$ cat config.mk
export PLATFORM = sky130hd
export DESIGN_NAME = t2dm_div
export DESIGN_NICKNAME = d
export VERILOG_FILES = /design/src/rtl/t2_decay_model_eval_macros.svh /design/src/rtl/t2dm_pkg.sv /design/src/rtl/t2dm_div.sv
export SDC_FILE = /design/constraint.sdc
export NUM_CORES = 2
export LEC_CHECK = 0
export ABC_AREA = 1
export BUFFER_PORTS_ARGS = -buffer_cell sky130_fd_sc_hd__buf_2
export CORE_UTILIZATION = 35
export DETAILED_ROUTE_END_ITERATION = 10
export PLACE_DENSITY = 0.58
export SETUP_SLACK_MARGIN = 0.1
export SLEW_MARGIN = 20
export SYNTH_ARGS = -nofsm -noshare
export SYNTH_HDL_FRONTEND = slang
export SYNTH_SLANG_ARGS = --single-unit
$ cat constraint.sdc
create_clock -name clk -period 6.9 [get_ports clk]
set_input_delay 0.345 -clock clk [delete_from_list [all_inputs] [get_ports clk]]
set_output_delay 0.345 -clock clk [all_outputs]
set_load 0.05 [all_outputs]
$ cat src/rtl/t2_decay_model_eval_macros.svh
// Assertion macros shared by the decay model evaluator.
`ifndef T2_DECAY_MODEL_EVAL_MACROS_SVH
`define T2_DECAY_MODEL_EVAL_MACROS_SVH

// Same-cycle implication, disabled while in reset
`define T2DM_ASSERT_IMPL(lbl, clk, rst_n, ante, cons, msg) \
  lbl: assert property (@(posedge clk) disable iff (!rst_n) (ante) |-> (cons)) \
    else $error(msg);

// Next-cycle implication, disabled while in reset
`define T2DM_ASSERT_NEXT(lbl, clk, rst_n, ante, cons, msg) \
  lbl: assert property (@(posedge clk) disable iff (!rst_n) (ante) |=> (cons)) \
    else $error(msg);

`endif

$ cat src/rtl/t2dm_pkg.sv
package t2dm_pkg;

  // Field widths
  localparam int DENS_W  = 32;
  localparam int T2_W    = 24;
  localparam int ECHO_W  = 24;
  localparam int VOL_W   = 8;
  localparam int SCALE_W = 16;
  localparam int VAL_W   = 32;

  // Ratio echo/T2 in Q4.16, only the range below 16.0 is kept
  localparam int FRAC_W = 16;
  localparam int INT_W  = 4;
  localparam int XQ_W   = INT_W + FRAC_W;
  localparam int NUM_W  = ECHO_W + FRAC_W + 1;
  localparam int CMP_W  = T2_W + XQ_W;

  // Exponential tables and products
  localparam int INT_LIMIT         = 16;
  localparam int INT_TAB_W         = 32;
  localparam int FRAC_TAB_W        = 17;
  localparam int EQ_W              = 17;
  localparam int SE_W              = 32;
  localparam int PROD_W            = 64;
  localparam int ROUND_SHIFT       = 30;
  localparam int SERIES_TERMS      = 24;
  localparam int EXP_TABLE_DEPTH_DEF = 256;

  localparam logic [SCALE_W-1:0] UNIT_SCALE = 16'd16384;

  typedef struct packed {
    logic [DENS_W-1:0]  proton_density;
    logic [T2_W-1:0]    t2_time;
    logic [ECHO_W-1:0]  echo_time;
    logic [VOL_W-1:0]   volume_index;
    logic [SCALE_W-1:0] volume_scale;
  } in_t;

  typedef struct packed {
    logic [VAL_W-1:0] model_value;
    logic             zero_t2;
  } out_t;

  // Item data that rides alongside the ratio and exponential pipelines
  typedef struct packed {
    logic [DENS_W-1:0]  density;
    logic [SCALE_W-1:0] scale;
    logic               zero_t2;
  } side_t;

endpackage

$ cat src/rtl/t2dm_div.sv
module t2dm_div (
  input  logic                        clk,
  input  logic                        rst_n,
  input  logic                        adv,
  input  logic                        in_vld,
  input  logic [t2dm_pkg::NUM_W-1:0]  in_num,
  input  logic [t2dm_pkg::T2_W-1:0]   in_den,
  input  t2dm_pkg::side_t             in_side,
  output logic                        out_vld,
  output logic                        out_over,
  output logic [t2dm_pkg::XQ_W-1:0]   out_quo,
  output t2dm_pkg::side_t             out_side
);
  import t2dm_pkg::*;

  // Range check stage, then one quotient bit per stage, MSB first
  localparam int NSTG = XQ_W;

  logic             vld_r  [0:NSTG];
  logic             over_r [0:NSTG];
  side_t            side_r [0:NSTG];
  logic [XQ_W-1:0]  quo_r  [0:NSTG];
  logic [NUM_W-1:0] rem_r  [0:NSTG-1];
  logic [T2_W-1:0]  den_r  [0:NSTG-1];

  logic [CMP_W-1:0] lim;
  logic             over_nxt;

  // Flag ratios of 16.0 or more; a zero T2 always lands here
  assign lim      = {{(CMP_W-T2_W){1'b0}}, in_den} << XQ_W;
  assign over_nxt = {{(CMP_W-NUM_W){1'b0}}, in_num} >= lim;

  always_ff @(posedge clk) begin
    if (!rst_n) begin
      vld_r[0] <= 1'b0;
    end else if (adv) begin
      vld_r[0] <= in_vld;
    end
  end

  always_ff @(posedge clk) begin
    if (adv) begin
      over_r[0] <= over_nxt;
      side_r[0] <= in_side;
      quo_r[0]  <= '0;
      rem_r[0]  <= in_num;
      den_r[0]  <= in_den;
    end
  end

  for (genvar s = 1; s <= NSTG; s++) begin : g_stg
    localparam int B = NSTG - s;

    logic [CMP_W-1:0] shd;
    logic             ge;

    // Trial subtract of the shifted divisor
    assign shd = {{(CMP_W-T2_W){1'b0}}, den_r[s-1]} << B;
    assign ge  = {{(CMP_W-NUM_W){1'b0}}, rem_r[s-1]} >= shd;

    always_ff @(posedge clk) begin
      if (!rst_n) begin
        vld_r[s] <= 1'b0;
      end else if (adv) begin
        vld_r[s] <= vld_r[s-1];
      end
    end

    always_ff @(posedge clk) begin
      if (adv) begin
        over_r[s] <= over_r[s-1];
        side_r[s] <= side_r[s-1];
        quo_r[s]  <= quo_r[s-1] | (XQ_W'(ge) << B);
      end
    end

    if (s < NSTG) begin : g_rem
      always_ff @(posedge clk) begin
        if (adv) begin
          rem_r[s] <= ge ? (rem_r[s-1] - shd[NUM_W-1:0]) : rem_r[s-1];
          den_r[s] <= den_r[s-1];
        end
      end
    end
  end

  assign out_vld  = vld_r[NSTG];
  assign out_over = over_r[NSTG];
  assign out_quo  = quo_r[NSTG];
  assign out_side = side_r[NSTG];

endmodule

# --- After elaboration in Yosys (flattened, before gate mapping) ---
# Memory sizes are Yosys's and may differ from the RTL's.
# Cells that the tools add are included.
word_totals:
  memories: 6
  reg_bits: 0
  wordCells: 132
  ramBits: 2791
memory_table:
  columns: ["memory", "words", "word_bits", "read_ports", "rd_ports_with_merged_regs", "wr", "line", "text"]
  rows:
  - ["side_r", 21, 49, 21, 0, 21, "t2dm_div.sv:21", "side_t side_r [0:NSTG];"]
  - ["rem_r", 20, 41, 20, 0, 20, "t2dm_div.sv:23", "logic [NUM_W-1:0] rem_r [0:NSTG-1];"]
  - ["den_r", 20, 24, 20, 0, 20, "t2dm_div.sv:24", "logic [T2_W-1:0] den_r [0:NSTG-1];"]
  - ["quo_r", 21, 20, 21, 0, 21, "t2dm_div.sv:22", "logic [XQ_W-1:0] quo_r [0:NSTG];"]
  - ["over_r", 21, 1, 21, 0, 21, "t2dm_div.sv:20", "logic over_r [0:NSTG];"]
  - ["vld_r", 21, 1, 21, 0, 21, "t2dm_div.sv:19", "logic vld_r [0:NSTG];"]
op_classes:
  addsub: 19
  muxes: 45
  bitwise: 41
  magnitude_cmp: 21
op_table:
  columns: ["operator", "n"]
  rows:
  - ["$mux W41", 19]
  - ["$sub A41 B41 Y41", 3]
  - ["$ge A41 B44 Y1", 1]
  - ["$ge A41 B43 Y1", 1]
  - ["$ge A41 B42 Y1", 1]
  - ["$ge A41 B24 Y1", 1]
  - ["$ge A41 B25 Y1", 1]
  - ["$ge A41 B26 Y1", 1]
  - ["$ge A41 B27 Y1", 1]
  - ["$ge A41 B28 Y1", 1]
  - ["$ge A41 B29 Y1", 1]
  - ["$ge A41 B30 Y1", 1]
  - ["$ge A41 B31 Y1", 1]
  - ["$ge A41 B32 Y1", 1]
  - ["$ge A41 B33 Y1", 1]
  - ["$ge A41 B34 Y1", 1]
  - ["$ge A41 B35 Y1", 1]
  - ["$ge A41 B36 Y1", 1]
  - ["$ge A41 B37 Y1", 1]
  - ["$ge A41 B38 Y1", 1]
  - ["$ge A41 B39 Y1", 1]
  - ["$ge A41 B40 Y1", 1]
  - ["$ge A41 B41 Y1", 1]
  - ["$sub A41 B25 Y41", 1]
  - ["other kinds (37)", 82]

# --- Longest topological paths before layout ---
logic_depth:
  depth_word: 4
  depth_mapped: 17
  mapped_depth_nobuf: 16

# --- Worst setup path before layout ---
# Ideal clock, no wire load.
synth_timing:
  path_kind: "register -> register"
  from: "memory den_r[16][0], in the netlist den_r[4][0]"
  to: "memory rem_r[4][48] in the netlist's numbering, data pin"
  path_stages_with_launch: 17
  t_arrival_ps: 2125
  slack_ps: 4517
  t_required_ps: 6642
  path_cell_list: "edfxtp_1 -> ha_1 -> fa_1 -> inv_1 -> nand3_1 -> nand2_1 -> nand2_1 -> nand2_2 -> nand2_1 -> nand3_2 -> nand2_2 -> nand2_4 -> inv_2 -> buf_6 -> buf_12 -> nand2_4 -> o21ai_2"
synth_rtl:
  columns: ["element", "line"]
  rows:
  - ["from (decl)", "t2dm_div.sv:24"]
  - ["to (decl)", "t2dm_div.sv:23"]

==> impl_metrics.py <==
metrics = {
    "run_status": {
        "outcome": "completed",
    },
    "yosys": {
        "async_flop_share_pct": 0,
        "synthSimpleGateAreaFrac_pct": 19.6,
        "synthMuxAreaShare_pct": 0,
        "yosysTopAreaCell": "edfxtp_1",
        "synth_edf_count": 2580,
        "synth_top_family_by_area": "simple AND/OR/NAND/NOR gates",
        "synth-xor-area-share_pct": 2.02,
        "synth.avg_cell_area_um2": 10.0,
        "yosys_warnings": 0,
        "synth_flop_cell": "edfxtp_1",
        "synth-compound-area-share_pct": 4.70,
        "synth_top_area_share_pct": 61.7,
        "synthesis.area_mm2": 0.126,
        "synth_nets": 13137,
        "synthAdderAreaFrac_pct": 5.26,
        "ys_top_cells_by_area": "edfxtp_1 (62%), nand2_1 (11%), inv_1 (5.9%), ha_1 (5.0%), nor2_1 (2.8%)",
        "seq_area_frac_synth_pct": 61.7,
        "syn_inst": 12502,
        "synth-seq-cells": 2581,
        "synth_cell_types": 58,
    },
    "global_route": {
        "grt_max_degree": 176,
        "grt_antenna_before_repair": 9,
        "grt_pass1_wl_um": 504000,
        "grt_usage_pct": 18.2,
        "grt_pass1_vias": 83281,
        "overflow": 0,
    },
    "floorplan": {
        "rows": 219,
        "die_area_mm2": 0.361,
        "die_y_um": 601,
        "die_w_um": 601,
        "pin_count": 189,
        "initial_utilization_pct": 35.2,
        "coreArea_mm2": 0.356,
    },
    "timing": {
        "maxSlewHeadroom_pct": 25.1,
        "fin_skew_ps": 74.8,
        "grt_setup_unrepaired": "no",
        "setup_ws_ps": 3320,
        "fin_crit_sh_pct": 51.9,
        "setup-tns-final_ps": 0,
        "setup_viol": 0,
        "hold_viol_final": 0,
        "period_needed_ps": 3580,
        "fmax_mhz": 279,
        "worst_pin_slew_ps": 1120,
        "maxSlewViolCount": 0,
    },
    "final_layout": {
        "drive_gt1_share_pct": 6.37,
        "nets": 13646,
        "mostFrequentLayoutCell": "nand2_1",
        "syn_to_final_growth_pct": 13.9,
        "finish.instance_area_mm2": 0.143,
        "fillers": 34753,
        "regArea_mm2": 0.0775,
        "instances_no_fill": 18003,
        "final_cell_mix": "nand2_1 (3735), edfxtp_1 (2580), inv_1 (1974)",
        "multi_input_area_mm2": 0.0396,
    },
    "critical_path": {
        "worstPathArrival_ps": 4330,
        "path_cells": "ha_1 > fa_1 > o21ai_2 > nand2_1 > nand2_1 > nand2_1 > nand2_1 > nand3_2 > nand2_2 > nand3_1 > nand2_1",
        "cpPeakStageDelay_ps": 660,
        "required_ps": 7650,
        "start_kind": "register",
        "crit_top_cell": "nand2_1",
        "worst_path_max_delay_cell": "nand2_2",
        "ff2ff_path_depth": 11,
        "cp_max_fo": 26,
        "cp-end-kind": "register",
        "critical_path_class": "reg -> reg",
    },
    "worst_hold_path": {
        "whs_path_depth": 2,
        "min_path_type": "in -> reg",
    },
    "power": {
        "total_power_w": 0.0548,
        "leakage_nw": 60.6,
        "power.density_mw_per_mm2": 383,
        "vdd_drop_max_v": 0.000223,
    },
    "detailed_routing": {
        "drt-initial-drc-count": 6736,
        "avgRoutedWirePerCell_um": 18.7,
        "wirelength_um": 336000,
        "first_pass_iters": 6,
        "detail-route-antenna-nets": 0,
        "vias_per_cell": 4.75,
        "drc": 0,
        "vias": 85596,
    },
    "placed_design": {
        "dp_slack_ps": 3280,
        "dp_cells": 17348,
        "dp_hpwl_um": 258000,
        "place_area_mm2": 0.132,
        "port_buffers": 188,
        "place.gp.congestion": 0.964,
    },
    "flow_run": {
        "drv_cap": 0,
    },
    "cts": {
        "clk_pin_slew_ps": 50,
        "clockRootBuffer": "clkbuf_16",
        "clock_latency_ps": 910,
        "cts_tree": "yes",
        "clock_path_buffers": 4,
        "numCtsBuffers": 294,
        "cts_resized": 0,
        "cts_sinks": 2581,
        "htree_levels": 5,
    },
}
==> per-layer routing <==
metal / global-route usage, % / wire length [µm] / vias to the layer above
met4: 6.25 / 12100 / 0
li1: - / - / 42665
met5: 0 / 0 / -
met2: 30.9 / 159000 / 2036
met3: 1.89 / 14200 / 537
met1: 24.1 / 151000 / 40358
==> final cells by class <==
type	count	share of cell area [%]
diodes	5	0.00875
clock buffers	342	5.30
clock inverters	190	1.57
inverters	1997	5.25
multi-input cells	7795	27.7
flip-flops and latches	2581	54.2
well taps	4751	4.16
repair buffers	342	1.81
==> cell families after synthesis <==
family,Yosys count
AOI/OAI and AO/OA,1103
xor gates and xnor gates,289
adders and majority gates,517
buffers and inverters,2126
DFF,2581
and+or+nand+nor,5886
==> synthesized netlist by cell type, types with 29 or more instances <==
library cell and instances:
a21oi_1 526, buf_2 40, buf_4 40, buf_6 33, edfxtp_1 2580, ha_1 498
inv_1 1974, nand2_1 3735, nand3_1 559, nand3b_1 55, nand4_1 285, nor2_1 933
nor2_2 29, nor3_1 143, nor4_1 32, o21ai_0 348, o21ai_1 103, o21ai_2 31
xnor2_1 138, xor2_1 151
==> final timing paths <==
path / start / endpoint / slack [ps]
max reg2reg: den_r[0][24] / rem_r[0][115] / 3320
min: in_side[9] / side_r[0][9] / 140
max: den_r[0][24] / rem_r[0][115] / 3320
min reg2reg: side_r[4][15] / side_r[5][15] / 390
==> flip-flops by register name, summed over array words and instances, names as in the netlist <==
name and count:
rem_r 820, side_r 1029, over_r 21, den_r 480, vld_r 21, quo_r 210
==> report_power, final <==
group / internal, W / switching [W] / leakage (nW) / total [W]
clock network: 0.00923 / 0.00656 / 4.74 / 0.0158
registers: 0.0202 / 0.00178 / 25.1 / 0.0220
logic: 0.00547 / 0.0116 / 30.8 / 0.0170
total: 0.0349 / 0.0199 / 60.6 / 0.0548
==> worst max-delay path, delay by kind of cell, from the launching register on <==
kind / cells / cell delay, ps
adder cells (fa/ha/maj): 2 / 690
AO/OA/AOI/OAI: 1 / 300
flip-flops: 1 / 440
AND/OR/NAND/NOR: 8 / 1980
==> repair_timing <==
| action | in CTS | in global routing |
|---|---|---|
| buffers inserted | 0 | 0 |
| endpoints found under the hold margin | 119 | 0 |
| hold buffers | 118 | 0 |
==> per-stage QoR <==
stage,hold slack [ps],utilization [%]
after floorplan,400,-
after global placement,400,37.0
after detailed placement,405,37.0
after CTS,27.8,40.1
after global routing,66.5,40.1
final,141,40.1
Power figures use the tool's default switching activity.
